[src/design/dds_pkg.sv]
// Package for the six-digit decimal splitter: types, constants and the
// subtrahend table for the compare-subtract cells. No dependencies.
package dds_pkg;

	localparam int ValW      = 24;
	localparam int NumDigits = 6;
	localparam int DigitW    = 4;
	localparam int OutW      = 6;
	localparam int DigW      = NumDigits * DigitW;
	localparam int NumBlank  = NumDigits - 1;
	localparam int ModSteps  = 5;
	localparam int NumCells  = ModSteps + DigW;

	localparam logic [ValW-1:0] ModBase = 24'd1000000;
	localparam logic [OutW-1:0] BlankCode = 6'd10;
	localparam logic [OutW-1:0] AsciiZero = 6'd48;

	localparam logic [ValW-1:0] Place [NumDigits] = '{
		24'd100000, 24'd10000, 24'd1000, 24'd100, 24'd10, 24'd1
	};

	typedef enum logic [1:0] {
		ModePlain = 2'd0,
		ModeBlank = 2'd1,
		ModeAscii = 2'd2
	} dds_mode_t;

	localparam logic RegMode = 1'b0;

	typedef struct packed {
		logic [ValW-1:0]     rem;
		logic [DigW-1:0]     dig;
		logic [NumBlank-1:0] blank;
	} dds_pay_t;

	function automatic logic [ValW-1:0] sub_const(input int step);
		logic [ValW-1:0] base;
		int              sh;
		if (step < ModSteps) begin
			base = ModBase;
			sh   = ModSteps - 1 - step;
		end else begin
			base = Place[(step - ModSteps) >> 2];
			sh   = DigitW - 1 - ((step - ModSteps) & 3);
		end
		return base << sh;
	endfunction

endpackage

[src/design/dds_cell.sv]
// One compare-subtract cell of the splitter chain with its output register.
// Depends on dds_pkg.
module dds_cell #(
	parameter int STEP = 0
) (
	input  logic           clk,
	input  logic           arst_n,
	input  logic           in_vld,
	input  dds_pkg::dds_pay_t in_pay,
	output logic           out_vld,
	output dds_pkg::dds_pay_t out_pay
);
	import dds_pkg::*;

	localparam logic [ValW-1:0] Sub = sub_const(STEP);
	localparam bit HasBit = (STEP >= ModSteps);
	localparam int BitIdx = HasBit ? (DigW - 1 - (STEP - ModSteps)) : 0;

	logic     ge;
	dds_pay_t nxt;
	logic     vld_q;
	dds_pay_t pay_q;

	always_comb begin
		nxt = in_pay;
		ge  = (in_pay.rem >= Sub);
		if (ge) begin
			nxt.rem = in_pay.rem - Sub;
		end
		if (HasBit) begin
			nxt.dig[BitIdx] = ge;
		end
	end

	always_ff @(posedge clk or negedge arst_n) begin
		if (!arst_n) begin
			vld_q <= 1'b0;
		end else begin
			vld_q <= in_vld;
		end
	end

	always_ff @(posedge clk) begin
		pay_q <= nxt;
	end

	assign out_vld = vld_q;
	assign out_pay = pay_q;

endmodule

[src/design/dds_enc.sv]
// Output encoder of the splitter: plain, blanked or ASCII digits, registered.
// Depends on dds_pkg.
module dds_enc (
	input  logic                  clk,
	input  logic                  arst_n,
	input  logic                  in_vld,
	input  dds_pkg::dds_pay_t     in_pay,
	input  logic [1:0]            mode,
	output logic                  done,
	output logic [5:0]            digit_q [6]
);
	import dds_pkg::*;

	logic [OutW-1:0] enc [NumDigits];
	logic            done_q;

	always_comb begin
		logic [OutW-1:0] d;
		for (int i = 0; i < NumDigits; i++) begin
			d = {2'b00, in_pay.dig[DigW-1-DigitW*i -: DigitW]};
			case (mode)
				ModeBlank: begin
					if (i < NumBlank && in_pay.blank[i]) begin
						d = BlankCode;
					end
				end
				ModeAscii: begin
					d = d + AsciiZero;
				end
				default: begin
					d = d;
				end
			endcase
			enc[i] = d;
		end
	end

	always_ff @(posedge clk or negedge arst_n) begin
		if (!arst_n) begin
			done_q <= 1'b0;
		end else begin
			done_q <= in_vld;
		end
	end

	always_ff @(posedge clk) begin
		digit_q <= enc;
	end

	assign done = done_q;

endmodule

[src/design/decimal_digit_splitter.sv]
// Top level of the six-digit decimal splitter: APB mode register, entry
// stage, chain of compare-subtract cells and output encoder.
// Depends on dds_pkg, dds_cell and dds_enc.
//
// Usage: pulse start with value; busy is always low, so a new transaction
// may be started in every cycle. Each transaction gives one result: done is
// high for exactly one cycle with the six digits, most significant first,
// of value modulo one million, and the receiver must take it then.
// Path: the entry stage, the 29 cells and the output register, in that order.
// Throughput: one transaction per cycle. The chain of 29 single-step cells
// sets the latency: five cells reduce modulo one million, then four cells
// per digit each test one quotient bit.
// digit_mode at APB byte address 0: 0 plain, 1 leading zeros blanked as
// code 10 while value is below that place, 2 ASCII, 3 as plain. Write it
// only while no transaction is in flight.
// Reset clears digit_mode to plain and drops every transaction in flight.
module decimal_digit_splitter (
	input  logic        clk,
	input  logic        arst_n,
	input  logic        psel,
	input  logic        penable,
	input  logic        pwrite,
	input  logic [2:0]  paddr,
	input  logic [31:0] pwdata,
	output logic [31:0] prdata,
	output logic        pready,
	input  logic        start,
	output logic        busy,
	input  logic [23:0] value,
	output logic        done,
	output logic [5:0]  digit_hundred_thousands,
	output logic [5:0]  digit_ten_thousands,
	output logic [5:0]  digit_thousands,
	output logic [5:0]  digit_hundreds,
	output logic [5:0]  digit_tens,
	output logic [5:0]  digit_units
);
	import dds_pkg::*;

	logic [1:0]          digit_mode_q;
	logic                entry_vld_s0;
	dds_pay_t            entry_pay_s0;
	logic [NumBlank-1:0] blank;
	logic                chain_vld_s [NumCells+1];
	dds_pay_t            chain_pay_s [NumCells+1];
	logic [5:0]          digit_q [6];

	assign pready = 1'b1;
	assign busy   = 1'b0;

	always_ff @(posedge clk or negedge arst_n) begin
		if (!arst_n) begin
			digit_mode_q <= ModePlain;
		end else if (psel && penable && pwrite && pready && paddr[2] == RegMode) begin
			digit_mode_q <= pwdata[1:0];
		end
	end

	assign prdata = (paddr[2] == RegMode) ? {30'd0, digit_mode_q} : 32'd0;

	always_comb begin
		for (int i = 0; i < NumBlank; i++) begin
			blank[i] = (value < Place[i]);
		end
	end

	always_ff @(posedge clk or negedge arst_n) begin
		if (!arst_n) begin
			entry_vld_s0 <= 1'b0;
		end else begin
			entry_vld_s0 <= start && !busy;
		end
	end

	always_ff @(posedge clk) begin
		entry_pay_s0.rem   <= value;
		entry_pay_s0.dig   <= '0;
		entry_pay_s0.blank <= blank;
	end

	assign chain_vld_s[0] = entry_vld_s0;
	assign chain_pay_s[0] = entry_pay_s0;

	for (genvar k = 0; k < NumCells; k++) begin : g_cell
		dds_cell #(
			.STEP(k)
		) u_cell (
			.clk     (clk),
			.arst_n  (arst_n),
			.in_vld  (chain_vld_s[k]),
			.in_pay  (chain_pay_s[k]),
			.out_vld (chain_vld_s[k+1]),
			.out_pay (chain_pay_s[k+1])
		);
	end

	dds_enc u_enc (
		.clk     (clk),
		.arst_n  (arst_n),
		.in_vld  (chain_vld_s[NumCells]),
		.in_pay  (chain_pay_s[NumCells]),
		.mode    (digit_mode_q),
		.done    (done),
		.digit_q (digit_q)
	);

	assign digit_hundred_thousands = digit_q[0];
	assign digit_ten_thousands     = digit_q[1];
	assign digit_thousands         = digit_q[2];
	assign digit_hundreds          = digit_q[3];
	assign digit_tens              = digit_q[4];
	assign digit_units             = digit_q[5];

`ifndef SYNTHESIS
	a_done_has_start: assert property (@(posedge clk) disable iff (!arst_n)
		done |-> $past(start && !busy, 31))
		else $error("result without a matching transaction");

	a_plain_range: assert property (@(posedge clk) disable iff (!arst_n)
		done && digit_mode_q == ModePlain |->
			digit_hundred_thousands <= 6'd9 && digit_ten_thousands <= 6'd9 &&
			digit_thousands <= 6'd9 && digit_hundreds <= 6'd9 &&
			digit_tens <= 6'd9 && digit_units <= 6'd9)
		else $error("plain digit out of range");

	a_units_not_blank: assert property (@(posedge clk) disable iff (!arst_n)
		done && digit_mode_q == ModeBlank |-> digit_units <= 6'd9)
		else $error("units digit blanked");

	a_ascii_range: assert property (@(posedge clk) disable iff (!arst_n)
		done && digit_mode_q == ModeAscii |->
			digit_units >= 6'd48 && digit_units <= 6'd57 &&
			digit_hundred_thousands >= 6'd48 && digit_hundred_thousands <= 6'd57)
		else $error("ASCII digit out of range");
`endif

endmodule
[config.mk]
export PLATFORM = sky130hd
export DESIGN_NAME = decimal_digit_splitter
export DESIGN_NICKNAME = d
export VERILOG_FILES = /design/src/design/dds_pkg.sv /design/src/design/dds_cell.sv /design/src/design/dds_enc.sv /design/src/design/decimal_digit_splitter.sv
export SDC_FILE = /design/constraint.sdc
export NUM_CORES = 1
export LEC_CHECK = 0
export ABC_CLOCK_PERIOD_IN_PS = 3100
export BUFFER_PORTS_ARGS = -buffer_cell sky130_fd_sc_hd__clkbuf_2
export CORE_MARGIN = 3
export CORE_UTILIZATION = 36
export DETAILED_ROUTE_END_ITERATION = 10
export HOLD_SLACK_MARGIN = 0.08
export SLEW_MARGIN = 15
export SYNTH_ARGS = -nofsm -noshare
export SYNTH_HDL_FRONTEND = slang
export SYNTH_SLANG_ARGS = --single-unit
[constraint.sdc]
create_clock -name clk -period 3.1 [get_ports clk]
set_clock_uncertainty 0.2 [all_clocks]
set_input_delay 0.93 -clock clk [delete_from_list [all_inputs] [get_ports clk]]
set_output_delay 0.93 -clock clk [all_outputs]
set_load 0.02 [all_outputs]
==> implementation parameters <==
Parameter                              Value

Place
  Worst slack at placement    0.0640 ns
  IO buf count    71
  GPL Wtd Cong    about 0.76
  Cell Area, Placed    0.0394 mm^2
  Post-DP HPWL    41,000 um

Route
  Via count of the routed design    between 20k and 25k
  Count of nets left with antenna violations after detail routing    0
  Detailed-route DRC error count    0
  Per-cell routed wire length    12.2 um
  Met2 Routed Length    27,500 um
  Met3 routed wirelength    2380 um
  First-pass iteration count of the detailed router    5
  Wire length after detailed routing    59,100 um
  Uppermost signal routing layer after detailed routing    met4
  Detailed-routing wirelength on met1    27,600 um
  Drt initial violations    936
  Per-cell via count in the routed design    around 4.5

Yosys
  Number of synthesized register bits    1,205
  Primary flip-flop cell chosen by synthesis mapping    sky130_fd_sc_hd__dfxtp_1
  Number of enable-type register cells in the synthesized netlist    0
  Post-synthesis instance total    3,239
  Most instantiated library cell after synthesis    sky130_fd_sc_hd__dfxtp_1
  Total of warnings raised by yosys    0
  Yosys top cell area share    0.626
  Portion of the post-synthesis area used by sequential elements    0.648
  Post-synthesis async set-or-reset flop share    0.0274
  Post-Synthesis Cell Area    0.0375 mm^2
  Cell taking the most area after synthesis    sky130_fd_sc_hd__dfxtp_1
  Number of distinct library cell variants in the gate-level netlist after synthesis    88
  Mapped Avg Cell Area    ~12 um^2
  Most area-consuming cells after synthesis    sky130_fd_sc_hd__dfxtp_1 63%, sky130_fd_sc_hd__xor2_1 4.9%, sky130_fd_sc_hd__xnor2_1 4.8%, sky130_fd_sc_hd__dfrtp_1 2.2%, sky130_fd_sc_hd__nor4_1 2.0%
  Most instantiated cells after synthesis    1,172 x sky130_fd_sc_hd__dfxtp_1, 211 x sky130_fd_sc_hd__xor2_1, 207 x sky130_fd_sc_hd__xnor2_1

Critical path
  Nature of the critical path endpoint    flip-flop
  Kind of critical path    reg -> reg
  Number of logic stages on the critical path including buffering    5
  Worst path buffer plus inverter count    0
  Startpoint Class    flip-flop
  Worst-case reg-to-reg path depth    5
  WP data required    3.41 ns
  Delay-heaviest family, CP    simple AND/OR/NAND/NOR gates
  Launch point of the worst reg-to-reg path    g_cell[14].u_cell.out_pay[29]
  Critical-path cell with the highest stage delay    sky130_fd_sc_hd__or4_1
  List of cells traversed by the critical path    or4_1 > or4_1 > and3_1 > o41ai_1 > o21ai_0
  Crit-path most repeated cell    sky130_fd_sc_hd__or4_1
  WP data arrival    3.01 ns
  Register-to-register setup slack    just over 0.4 ns
  Stage delay of the slowest cell on the critical path    0.58 ns
  Highest net fanout along the worst path    15
  Critical Path Source    g_cell[14].u_cell.out_pay[29]

Min path
  Beginning of the worst hold path    g_cell[24].u_cell.out_pay[16]
  Worst hold path cell count    0
  Worst hold path class    reg -> reg

Global routing
  Initial antenna violation count    1
  Wire length of the first global-routing pass    99,800 um
  Maximum number of pins on one net before global-route repair    34
  Total GRT Usage    0.110
  Vias in the first global route    approximately 21k
  Total overflow reported by the global router    0

Finish
  Area added between synthesis and finish    15.7%
  Final Cell Area    0.0433 mm^2
  Antenna cell count    0
  Register Area    0.0243 mm^2
  Final net count    3,515
  Layout cell share with drive strength beyond 1    0.101
  Filler instances    approximately 9.6k
  Area of the multi-input gates    0.0123 mm^2

Power and ir drop
  Power density over the cells    1050 mW/mm^2
  Peak supply drop    0.000598 V
  Leakage component of the power    roughly 17 nW

Clocking
  Clock transition time at the flip-flop clock pins of the worst setup and hold paths    0.06 ns
  CTS tree    yes
  Number of buffers created by CTS    114
  Clock Tree Buf Depth    3
  Clock Tree Root    sky130_fd_sc_hd__clkbuf_16
  Number of sinks handled by clock tree synthesis    ~1.2k
  Post-CTS Setup Repair Bufs    0
  H-tree depth    3
  Clock latency of the later-clocked register in the worst-skew pair    0.69 ns

Timing
  Min setup slack post-route    0.405 ns
  Achievable frequency    0.371 GHz
  Setup violators final    0
  Slew at the pin closest to its max-slew limit    0.889 ns
  Worst hold slack after final layout    about 0.10 ns
  Fin Setup TNS    0 ns
  Endpoints failing hold    0
  RSZ-0062 raised after global routing    false
  Final Critical Period    between 2 and 3 ns
  Fin. max-slew vios    0
  Relative slew slack    0.405
  Crit share post-route    0.869

Floorplan
  Number of primary I/O pins    136
  Initial Utilization    0.365
  Number of rows in the core area    117
  Overall die area    0.108 mm^2
  Standard cell core area    0.102 mm^2
  Floorplan die height    329 um
  Die Span X    329 um

Job
  Maximum capacitance violations    0

Run status
  Status    completed
==> per-layer routing <==
layer | GRT usage | up-vias
met1 | 0.136 | 9838
met3 | 0.0232 | 123
met4 | 0.0443 | 0
met2 | 0.186 | 312
li1 | - | 11434
met5 | 0 | -
==> cell usage in the layout, fill, tap and decap left out, types with 17 or more instances in the layout <==
cell type,count
sky130_fd_sc_hd__nand3_1,52
sky130_fd_sc_hd__or4_1,61
sky130_fd_sc_hd__nand4_1,33
sky130_fd_sc_hd__nor3b_1,20
sky130_fd_sc_hd__o211ai_1,17
sky130_fd_sc_hd__nand2b_1,31
sky130_fd_sc_hd__inv_1,105
sky130_fd_sc_hd__clkbuf_16,117
sky130_fd_sc_hd__dfxtp_1,1172
sky130_fd_sc_hd__xor2_1,211
sky130_fd_sc_hd__and3_1,18
sky130_fd_sc_hd__nand2_1,166
sky130_fd_sc_hd__clkbuf_1,24
sky130_fd_sc_hd__o31ai_1,33
sky130_fd_sc_hd__clkbuf_8,31
sky130_fd_sc_hd__nor4_1,118
sky130_fd_sc_hd__or2_2,18
sky130_fd_sc_hd__xnor2_1,207
sky130_fd_sc_hd__or3_1,49
sky130_fd_sc_hd__o21ai_0,101
sky130_fd_sc_hd__nor3_1,137
sky130_fd_sc_hd__dfrtp_1,33
sky130_fd_sc_hd__nor2_1,194
sky130_fd_sc_hd__a21oi_1,55
sky130_fd_sc_hd__nor2b_1,24
sky130_fd_sc_hd__clkbuf_2,71
sky130_fd_sc_hd__and2_1,18
sky130_fd_sc_hd__conb_1,32
sky130_fd_sc_hd__buf_4,35
sky130_fd_sc_hd__ha_1,45
==> power breakdown <==
group	switching (mW)	internal [mW]	total, mW
registers	3.52	19.7	23.2
logic	4.33	4.15	8.48
clock network	5.62	8.26	13.9
total	13.5	32.1	45.5
==> state kept, by name, indices dropped and copies added, names as in the netlist <==
signal                 cells
g_cell.u_cell.out_vld     29
chain_pay_s               29
g_cell.u_cell.out_pay   1117
digit_mode_q               2
u_enc.done                 1
entry_vld_s0               1
u_enc.digit_q             26
==> final timing paths <==
check | endpoint
min reg2reg | g_cell[25].u_cell.out_pay[16]
max | g_cell[15].u_cell.out_pay[44]
min in group asynchronous | u_enc.done
min | g_cell[25].u_cell.out_pay[16]
max reg2reg | g_cell[15].u_cell.out_pay[44]
max in group asynchronous | g_cell[24].u_cell.out_vld
==> metrics by stage <==
step / total power, mW / utilization / cells
after floorplan: 29.4 / - / 3269
after global placement: 31.8 / 0.384 / 4652
after detailed placement: 31.9 / 0.384 / 4652
after CTS: 46.1 / 0.423 / 4862
after global routing: 48.4 / 0.423 / 4862
final: 45.5 / 0.423 / 4862
==> layout make-up <==
class	instances	area share
clock buffers	172	0.0795
clock inverters	33	0.0108
inverters	106	0.00918
multi-input cells	1867	0.285
flip-flops and latches	1205	0.561
well taps	1368	0.0395
repair buffers	111	0.0154
==> kinds of logic after synthesis <==
group | Yosys count | share of synthesized area
simple gates | 1015 | 0.148
compound gates | 334 | 0.0595
buf+inv | 197 | 0.0248
xor+xnor | 418 | 0.0977
mux | 23 | 0.00661
fa+ha+maj | 45 | 0.0150
flops | 1205 | 0.648
other cells | 2 | 0.000201
==> repair_timing <==
| item | in CTS | in global routing |
|---|---|---|
| hold buffers | 5 | 0 |
| endpoints found under the hold margin | 5 | 0 |
| gates resized for setup | 0 | 0 |
Power figures use the tool's default switching activity.
